**config.mk**
```make
export PLATFORM = sky130hd
export DESIGN_NAME = dynamic_resolution_scaler
export DESIGN_NICKNAME = d
export VERILOG_FILES = /design/src/hdl/drs_pkg.sv /design/src/hdl/dynamic_resolution_scaler.sv
export SDC_FILE = /design/constraint.sdc
export NUM_CORES = 2
export LEC_CHECK = 0
export BUFFER_PORTS_ARGS = -buffer_cell sky130_fd_sc_hd__clkbuf_2
export CORE_ASPECT_RATIO = 0.8
export CORE_MARGIN = 2
export CORE_UTILIZATION = 50
export CTS_CLUSTER_DIAMETER = 150
export DETAILED_ROUTE_END_ITERATION = 6
export PLACE_DENSITY = 0.64
export SYNTH_ARGS = -nofsm -noshare
export SYNTH_HDL_FRONTEND = slang
export SYNTH_SLANG_ARGS = --single-unit
```
**constraint.sdc**
```tcl
create_clock -name i_clk -period 21.3 [get_ports i_clk]
set_input_delay 5.325 -clock i_clk [delete_from_list [all_inputs] [get_ports i_clk]]
set_output_delay 5.325 -clock i_clk [all_outputs]
set_load 0.02 [all_outputs]
```
**src/hdl/drs_pkg.sv**
```systemverilog
package drs_pkg;

    // Window depth default and fixed field widths
    localparam int DRS_WINDOW   = 16;
    localparam int DRS_MIN_FILL = 5;
    localparam int TIME_W       = 16;
    localparam int DIM_W        = 16;
    localparam int RDIM_W       = 18;
    localparam int SCALE_W      = 16;
    localparam int CFG_IDX_W    = 3;
    localparam int CFG_DATA_W   = 16;

    localparam logic [SCALE_W-1:0] ONE_Q15 = 16'd32768;

    // Opcodes
    localparam logic [1:0] OP_FRAME = 2'd0;
    localparam logic [1:0] OP_QUERY = 2'd1;
    localparam logic [1:0] OP_CLEAR = 2'd2;

    // Register indexes
    localparam logic [CFG_IDX_W-1:0] REG_ENABLE    = 3'd0;
    localparam logic [CFG_IDX_W-1:0] REG_HIGH_THR  = 3'd1;
    localparam logic [CFG_IDX_W-1:0] REG_LOW_THR   = 3'd2;
    localparam logic [CFG_IDX_W-1:0] REG_MIN_SCALE = 3'd3;
    localparam logic [CFG_IDX_W-1:0] REG_MAX_SCALE = 3'd4;
    localparam logic [CFG_IDX_W-1:0] REG_DECAY     = 3'd5;
    localparam logic [CFG_IDX_W-1:0] REG_RECOVERY  = 3'd6;

    // Register reset values
    localparam logic [15:0] RST_HIGH_THR  = 16'd4693;
    localparam logic [15:0] RST_LOW_THR   = 16'd3840;
    localparam logic [15:0] RST_MIN_SCALE = 16'd16384;
    localparam logic [15:0] RST_MAX_SCALE = 16'd32768;
    localparam logic [15:0] RST_DECAY     = 16'd1638;
    localparam logic [15:0] RST_RECOVERY  = 16'd655;

    typedef struct packed {
        logic [1:0]        opcode;
        logic [TIME_W-1:0] frame_time;
        logic [DIM_W-1:0]  native_width;
        logic [DIM_W-1:0]  native_height;
    } t_in_req;

    typedef struct packed {
        logic [RDIM_W-1:0]  render_width;
        logic [RDIM_W-1:0]  render_height;
        logic [SCALE_W-1:0] scale_now;
    } t_out_rsp;

endpackage

```
**src/hdl/dynamic_resolution_scaler.sv**
```systemverilog
// Path: an accepted request passes the stage 1, 2 and 3 registers, then the result queue.
// Throughput: one request per cycle unless the result queue is full; window memory read at
// accept, written one stage later; sum and scale registers each update once per cycle.
// A two-entry result queue lets requests enter while a result waits to be taken.
// Reset: synchronous, active low; registers take their defaults, pointer, fill count and
// sum are cleared, scale goes to ONE_Q15; window memory is not cleared, fill count guards it.
module dynamic_resolution_scaler #(
    parameter int WINDOW = drs_pkg::DRS_WINDOW
) (
    input  logic                            i_clk,
    input  logic                            i_rst_n,
    input  logic                            i_in_valid,
    output logic                            o_in_stall,
    input  drs_pkg::t_in_req                i_in_data,
    output logic                            o_out_valid,
    input  logic                            i_out_stall,
    output drs_pkg::t_out_rsp               o_out_data,
    input  logic                            i_cfg_valid,
    output logic                            o_cfg_ready,
    input  logic [drs_pkg::CFG_IDX_W-1:0]   i_cfg_index,
    input  logic [drs_pkg::CFG_DATA_W-1:0]  i_cfg_data
);
    import drs_pkg::*;

    localparam int PTR_W  = $clog2(WINDOW);
    localparam int FILL_W = $clog2(WINDOW + 1);
    localparam int SUM_W  = TIME_W + $clog2(WINDOW);
    localparam int PROD_W = TIME_W + FILL_W;
    localparam int MUL_W  = DIM_W + SCALE_W;

    // Configuration registers
    logic               r_en;
    logic [15:0]        r_hi_thr, r_lo_thr, r_min, r_max, r_decay, r_recov;
    logic               w_cfg_wr, w_en_flip;

    // Window state
    logic [TIME_W-1:0]  r_win [WINDOW];
    logic [TIME_W-1:0]  r_rd;
    logic [PTR_W-1:0]   r_ptr;
    logic [FILL_W-1:0]  r_fill;
    logic [SUM_W-1:0]   r_sum, n_sum;
    logic [SCALE_W-1:0] r_scale, n_scale;

    // Flow control
    logic               w_adv, w_acc, w_push, w_pop, w_tail;

    // Stage 1 (memory read data valid)
    logic               r_s1_vld, r_s1_frame, r_s1_query, r_s1_clear, r_s1_drop;
    logic [PTR_W-1:0]   r_s1_addr;
    logic [FILL_W-1:0]  r_s1_fill;
    logic [TIME_W-1:0]  r_s1_ft;
    logic [DIM_W-1:0]   r_s1_nw, r_s1_nh;

    // Stage 2 (threshold compare, scale update)
    logic               r_s2_vld, r_s2_chk, r_s2_query, r_s2_clear;
    logic [SUM_W-1:0]   r_s2_sum;
    logic [PROD_W-1:0]  r_s2_phi, r_s2_plo;
    logic [DIM_W-1:0]   r_s2_nw, r_s2_nh;

    // Stage 3 (rounding)
    logic               r_s3_vld, r_s3_query;
    logic [MUL_W-1:0]   r_s3_pw, r_s3_ph;
    logic [DIM_W-1:0]   r_s3_nw, r_s3_nh;
    logic [SCALE_W-1:0] r_s3_scale;
    t_out_rsp           w_res;

    // Result queue
    t_out_rsp           r_q [2];
    logic               r_qhead;
    logic [1:0]         r_qcnt;

    // Handshakes
    assign w_adv       = (r_qcnt != 2'd2);
    assign o_in_stall  = !w_adv;
    assign w_acc       = i_in_valid && w_adv;
    assign o_cfg_ready = 1'b1;
    assign w_cfg_wr    = i_cfg_valid && o_cfg_ready;
    assign w_en_flip   = w_cfg_wr && (i_cfg_index == REG_ENABLE) && (i_cfg_data[0] != r_en);

    // Configuration writes
    always_ff @(posedge i_clk) begin
        if (!i_rst_n) begin
            r_en     <= 1'b0;
            r_hi_thr <= RST_HIGH_THR;
            r_lo_thr <= RST_LOW_THR;
            r_min    <= RST_MIN_SCALE;
            r_max    <= RST_MAX_SCALE;
            r_decay  <= RST_DECAY;
            r_recov  <= RST_RECOVERY;
        end else if (w_cfg_wr) begin
            case (i_cfg_index)
                REG_ENABLE:    r_en     <= i_cfg_data[0];
                REG_HIGH_THR:  r_hi_thr <= i_cfg_data;
                REG_LOW_THR:   r_lo_thr <= i_cfg_data;
                REG_MIN_SCALE: r_min    <= i_cfg_data;
                REG_MAX_SCALE: r_max    <= i_cfg_data;
                REG_DECAY:     r_decay  <= i_cfg_data;
                REG_RECOVERY:  r_recov  <= i_cfg_data;
                default: ;
            endcase
        end
    end

    // Window memory: read oldest entry at accept, write new sample one stage later
    always_ff @(posedge i_clk) begin
        if (w_adv && r_s1_vld && r_s1_frame) begin
            r_win[r_s1_addr] <= r_s1_ft;
        end
        if (w_acc) begin
            r_rd <= r_win[r_ptr];
        end
    end

    // Accept stage: pointer and fill count
    always_ff @(posedge i_clk) begin
        if (!i_rst_n) begin
            r_ptr    <= '0;
            r_fill   <= '0;
            r_s1_vld <= 1'b0;
        end else begin
            if (w_adv) begin
                r_s1_vld <= w_acc;
            end
            if (w_acc) begin
                if (i_in_data.opcode == OP_CLEAR) begin
                    r_ptr  <= '0;
                    r_fill <= '0;
                end else if (i_in_data.opcode == OP_FRAME && r_en) begin
                    r_ptr <= (r_ptr == PTR_W'(WINDOW - 1)) ? '0 : r_ptr + 1'b1;
                    if (r_fill != FILL_W'(WINDOW)) begin
                        r_fill <= r_fill + 1'b1;
                    end
                end
            end
            if (w_en_flip) begin
                r_ptr  <= '0;
                r_fill <= '0;
            end
        end
    end

    // Stage 1 payload
    always_ff @(posedge i_clk) begin
        if (w_acc) begin
            r_s1_frame <= (i_in_data.opcode == OP_FRAME) && r_en;
            r_s1_query <= (i_in_data.opcode == OP_QUERY);
            r_s1_clear <= (i_in_data.opcode == OP_CLEAR);
            r_s1_drop  <= (r_fill == FILL_W'(WINDOW));
            r_s1_addr  <= r_ptr;
            r_s1_fill  <= (r_fill == FILL_W'(WINDOW)) ? r_fill : r_fill + 1'b1;
            r_s1_ft    <= i_in_data.frame_time;
            r_s1_nw    <= i_in_data.native_width;
            r_s1_nh    <= i_in_data.native_height;
        end
    end

    // Running sum: drop oldest when full, add new sample
    always_comb begin
        n_sum = r_sum + SUM_W'(r_s1_ft);
        if (r_s1_drop) begin
            n_sum = n_sum - SUM_W'(r_rd);
        end
    end

    always_ff @(posedge i_clk) begin
        if (!i_rst_n) begin
            r_sum    <= '0;
            r_s2_vld <= 1'b0;
        end else begin
            if (w_adv) begin
                r_s2_vld <= r_s1_vld;
                if (r_s1_vld && r_s1_clear) begin
                    r_sum <= '0;
                end else if (r_s1_vld && r_s1_frame) begin
                    r_sum <= n_sum;
                end
            end
            if (w_en_flip) begin
                r_sum <= '0;
            end
        end
    end

    // Stage 2 payload: sum snapshot and threshold products
    always_ff @(posedge i_clk) begin
        if (w_adv) begin
            r_s2_chk   <= r_s1_frame && (r_s1_fill >= FILL_W'(DRS_MIN_FILL));
            r_s2_query <= r_s1_query;
            r_s2_clear <= r_s1_clear;
            r_s2_sum   <= n_sum;
            r_s2_phi   <= PROD_W'(r_hi_thr) * PROD_W'(r_s1_fill);
            r_s2_plo   <= PROD_W'(r_lo_thr) * PROD_W'(r_s1_fill);
            r_s2_nw    <= r_s1_nw;
            r_s2_nh    <= r_s1_nh;
        end
    end

    // Scale step with hysteresis; stepping down wins
    always_comb begin
        logic [SCALE_W:0] v_dn;
        logic [SCALE_W:0] v_up;
        v_dn    = {1'b0, r_scale} - {1'b0, r_decay};
        v_up    = {1'b0, r_scale} + {1'b0, r_recov};
        n_scale = r_scale;
        if (r_s2_clear) begin
            n_scale = ONE_Q15;
        end else if (r_s2_chk) begin
            if (PROD_W'(r_s2_sum) > r_s2_phi) begin
                n_scale = (v_dn[SCALE_W] || (v_dn[SCALE_W-1:0] < r_min)) ?
                          r_min : v_dn[SCALE_W-1:0];
            end else if ((PROD_W'(r_s2_sum) < r_s2_plo) && (r_scale < r_max)) begin
                n_scale = (v_up > {1'b0, r_max}) ? r_max : v_up[SCALE_W-1:0];
            end
        end
    end

    always_ff @(posedge i_clk) begin
        if (!i_rst_n) begin
            r_scale  <= ONE_Q15;
            r_s3_vld <= 1'b0;
        end else begin
            if (w_adv) begin
                r_s3_vld <= r_s2_vld;
                if (r_s2_vld) begin
                    r_scale <= n_scale;
                end
            end
            if (w_en_flip) begin
                r_scale <= ONE_Q15;
            end
        end
    end

    // Stage 3 payload: size products
    always_ff @(posedge i_clk) begin
        if (w_adv) begin
            r_s3_query <= r_s2_query;
            r_s3_pw    <= MUL_W'(r_s2_nw) * MUL_W'(r_scale);
            r_s3_ph    <= MUL_W'(r_s2_nh) * MUL_W'(r_scale);
            r_s3_nw    <= r_s2_nw;
            r_s3_nh    <= r_s2_nh;
            r_s3_scale <= n_scale;
        end
    end

    // Round up to a multiple of eight, floor of eight
    function automatic logic [RDIM_W-1:0] round_dim(input logic [MUL_W-1:0] prod);
        logic [RDIM_W-1:0] v;
        v = {1'b0, prod[MUL_W-1:SCALE_W-1]} + RDIM_W'(7);
        v = {v[RDIM_W-1:3], 3'b000};
        if (v < RDIM_W'(8)) begin
            v = RDIM_W'(8);
        end
        return v;
    endfunction

    always_comb begin
        w_res.render_width  = '0;
        w_res.render_height = '0;
        w_res.scale_now     = r_s3_scale;
        if (r_s3_query) begin
            if (r_en) begin
                w_res.render_width  = round_dim(r_s3_pw);
                w_res.render_height = round_dim(r_s3_ph);
            end else begin
                w_res.render_width  = RDIM_W'(r_s3_nw);
                w_res.render_height = RDIM_W'(r_s3_nh);
            end
        end
    end

    // Two-entry result queue
    assign w_push      = w_adv && r_s3_vld;
    assign w_pop       = (r_qcnt != 2'd0) && !i_out_stall;
    assign w_tail      = r_qhead ^ (r_qcnt == 2'd1);
    assign o_out_valid = (r_qcnt != 2'd0);
    assign o_out_data  = r_q[r_qhead];

    always_ff @(posedge i_clk) begin
        if (w_push) begin
            r_q[w_tail] <= w_res;
        end
    end

    always_ff @(posedge i_clk) begin
        if (!i_rst_n) begin
            r_qhead <= 1'b0;
            r_qcnt  <= 2'd0;
        end else begin
            r_qhead <= r_qhead ^ w_pop;
            r_qcnt  <= r_qcnt + {1'b0, w_push} - {1'b0, w_pop};
        end
    end

`ifndef SYNTHESIS
    a_clear_ptr: assert property (@(posedge i_clk) disable iff (!i_rst_n)
        (w_acc && i_in_data.opcode == OP_CLEAR) |=> (r_ptr == '0 && r_fill == '0))
        else $error("clear request did not reset window pointer and fill count");

    a_fill_bound: assert property (@(posedge i_clk) disable iff (!i_rst_n)
        r_fill <= FILL_W'(WINDOW))
        else $error("fill count beyond window depth");

    a_ptr_bound: assert property (@(posedge i_clk) disable iff (!i_rst_n)
        r_ptr <= PTR_W'(WINDOW - 1))
        else $error("write pointer beyond window depth");

    a_queue_bound: assert property (@(posedge i_clk) disable iff (!i_rst_n)
        (r_qcnt == 2'd2) |=> (r_qcnt != 2'd3))
        else $error("result queue overflow");
`endif

endmodule

```
==> results.cfg <==
[status]
status = finished clean

[power_and_ir_drop]
combPwrFrac_pct = 33.8
power_switching_uw = 2060
pwr-share-clk_pct = 25.7
seqPwrFrac_pct = 40.5
leakagePower_uw = 0.0254
internal_power_uw = 3480
power_density_nw_per_um2 = 93.0
switching_share_pct = 37.2
vdd_drop_max_uv = 77.6

[setup_path]
rr_worst_depth = 21
crit_required_ns = 15.98
startpoint_type = flip-flop
r2r-end = r_s3_ph[30]
r2r-start = r_s2_nh[6]
regToRegSetupSlack_ns = 13.95
crit_path_max_fanout = 52
end_kind = output port
arrival_ns = 2.18
path_class = flip-flop to output port

[floorplanning]
dieArea_sq_um = 112000
row_count = 108
die_x_um = 373
core-area_sq_um = 108000
start_util_pct = 50.4
io_pins = 129
fp.dieH_um = 300

[layout]
multi_input_area_sq_um = 29900
drive_gt1_share_pct = 10.1
synthToLayoutAreaGrowth_pct = 9.10
final_area_sq_um = 59600
fillers = 9311
nNetsFinal = 5936
seq_area_sq_um = 21500

[global_route]
grt_max_degree = 106
antenna_found_initial = 3
grt-ovfl-total = 0
grt_pass1_vias = 36300
grt_pass1_wl_um = 212000
track_usage_pct = 24.5

[clock_network]
clk_pin_slew_ns = 0.06
numCtsBuffers = 80
cts_root_buffer = clkbuf_16
post_cts_buffers = 0
cts_buffer_depth = 3
postCtsResizedCells = 0
htree_levels = 3
cts_hold_buf = 0
clock-sinks = 766
cts_tree = yes
insertion_delay_ns = 0.71

[synth]
synth_nets = 5852
synthFlopType = edfxtp_1
ys_warn_count = 0
async_reset_ff_share_pct = 0
syn_area_sq_um = 54600
ys_seq_area_share_pct = 39.4
synth.distinct_cells = 83
synth_edf_count = 617
synth-seq-cells = 766
syn_inst = 4890
syn_avg_cell_area_sq_um = 11.2

[sta]
worst_pin_slew_ns = 1.20
tns_ns = 0
rsz0062_at_grt = no
period_share_pct = 35.2
min_period_ns = 7.50
max_slew_margin_pct = 19.6
skew_ns = 0.0700
finalSetupViolations = 0
finalMaxSlewViolations = 0
timing.fmax_mhz = 133
hold_viol_final = 0

[hold_path]
min_to = r_s2_nw[5]
hold_depth = 0
hold_start = r_s1_nw[5]
min_path_type = flip-flop to flip-flop

[route]
route.detailed.drc = 0
routed_wl_um = 133000
firstDrtPassIters = 5
vias_per_cell = 5.55
wl_per_cell_um = 20.6
num_vias = 35900
drtIter0Drc = 2732
antenna_left = 0

[placement]
place_area_sq_um = 56800
dpl.hpwl_um = 94800
gp_congestion = 0.902
io_buffers = 127

[flow_run]
max-cap-violations = 0
==> worst max-delay path: stages (launching register included) <==
cell and delay (ns):
dfxtp_2 0.31, buf_4 0.56, mux2_2 0.42, clkbuf_2 0.16
==> power groups by stage <==
stage	Sequential (uW)	Clock, uW	Combinational [uW]
after CTS	2230	1460	1870
after global placement	2260	0	1830
after detailed placement	2260	0	1850
after floorplan	2130	0	1340
after global routing	2260	1510	2110
final	2240	1420	1870
==> cell type report <==
cell class / instances / share of cell area (%)
Antenna cell: 1 / 0.00420
Clock buffer: 102 / 3.61
Clock inverter: 45 / 0.927
Inverter: 650 / 4.10
Multi-Input combinational cell: 3279 / 50.3
Sequential cell: 766 / 36.1
Tap cell: 1430 / 3.00
Timing Repair Buffer: 197 / 1.95
==> cell usage in the layout, fill, tap and decap left out, types with 88 or more instances in the layout <==
cell      instances
ha_1            414
and2_1          345
dfxtp_1         145
a21oi_1         116
fa_1            474
inv_1           649
nor2_1          166
xnor2_1          88
nand2_1         666
o21ai_0          95
edfxtp_1        617
clkbuf_2        127
==> per-layer routing <==
| metal | track usage, % | wire (um) | up-vias |
|---|---|---|---|
| li1 | - | - | 16700 |
| met1 | 37.0 | 62600 | 18000 |
| met2 | 36.3 | 57600 | 1105 |
| met3 | 4.91 | 10000 | 171 |
| met4 | 5.97 | 3010 | 4 |
| met5 | 0 | 25 | - |
==> sequential cells by signal (all words and copies together) (netlist names), 16 cells and up, named ones only <==
| register | count |
|---|---|
| r_win | 256 |
| r_q | 104 |
| r_s2_phi | 21 |
| r_s2_plo | 21 |
| r_s2_sum | 20 |
| r_sum | 20 |
| r_s3_ph | 17 |
| r_s3_pw | 17 |
| r_decay | 16 |
| r_hi_thr | 16 |
| r_lo_thr | 16 |
| r_max | 16 |
| r_min | 16 |
| r_rd | 16 |
| r_recov | 16 |
| r_s1_ft | 16 |
| r_s1_nh | 16 |
| r_s1_nw | 16 |
| r_s2_nh | 16 |
| r_s2_nw | 16 |
| r_s3_nh | 16 |
| r_s3_nw | 16 |
| r_s3_scale | 16 |
| r_scale | 16 |
==> cells in the mapped netlist, types with 9 or more instances <==
master / count / area share (%)
o21bai_1: 9 / 0.12
o31ai_1: 13 / 0.18
a31oi_1: 14 / 0.16
a21boi_0: 82 / 1.1
fa_1: 474 / 17
nor2_1: 167 / 1.1
and4_1: 9 / 0.14
nor4_1: 10 / 0.11
or3_1: 17 / 0.19
nand3_1: 78 / 0.72
nand2_1: 667 / 4.6
a21oi_1: 116 / 1.1
inv_1: 650 / 4.5
o21a_1: 33 / 0.45
o211ai_1: 24 / 0.33
mux2i_1: 10 / 0.18
nand2b_1: 27 / 0.31
a22oi_1: 28 / 0.39
and2_1: 345 / 4.0
xnor2_1: 88 / 1.4
ha_1: 414 / 9.5
a21o_1: 50 / 0.69
xor2_1: 53 / 0.85
o22ai_1: 12 / 0.14
dfxtp_1: 149 / 5.5
nor2b_1: 22 / 0.25
or2_2: 16 / 0.18
nor3_1: 55 / 0.50
and3_1: 26 / 0.30
a211o_1: 11 / 0.18
mux4_2: 80 / 3.3
mux2_2: 68 / 1.4
o21ai_0: 95 / 0.87
clkbuf_1: 181 / 1.2
nand4_1: 21 / 0.24
a211oi_1: 34 / 0.47
o211a_1: 19 / 0.35
edfxtp_1: 617 / 34
==> per-stage QoR <==
stage          setup slack, ns  std cells  power, uW  hold slack, ns  util, %
2_1_floorplan            10.64       4890       3470           0.400        -
4_1_cts                  13.76       6469       5570           0.419     54.9
3_3_place_gp             13.34       6322       4090           0.402     52.5
6_report                 13.80       6470       5540           0.416     54.9
3_5_place_dp             13.25       6322       4110           0.405     52.5
5_1_grt                  13.55       6469       5880           0.414     54.9
==> worst max-delay path by stage <==
stage	slack, ns	cells after the start	endpoint	from
after global placement	13.34	8	r_fill[4]	i_in_valid
after floorplan	10.64	3	o_in_stall	r_qcnt[0]
final	13.80	3	o_out_data[32]	flip-flop
after detailed placement	13.25	8	r_fill[4]	i_in_valid
after global routing	13.55	21	r_s3_ph[30]	r_s2_nh[6]
after CTS	13.76	3	o_out_data[32]	flip-flop
==> logic make-up after synthesis <==
| kind of cell | count (synthesis) | synth area share, % |
|---|---|---|
| and+or+nand+nor | 1486 | 13.1 |
| adders and majority gates | 888 | 26.9 |
| buffers and inverters | 845 | 5.84 |
| DFF | 766 | 39.4 |
| AOI/OAI and AO/OA | 604 | 7.62 |
| muxes | 159 | 4.91 |
| xor gates and xnor gates | 141 | 2.26 |
| other | 1 | 0.00687 |
(Power assumes the default switching activity.)
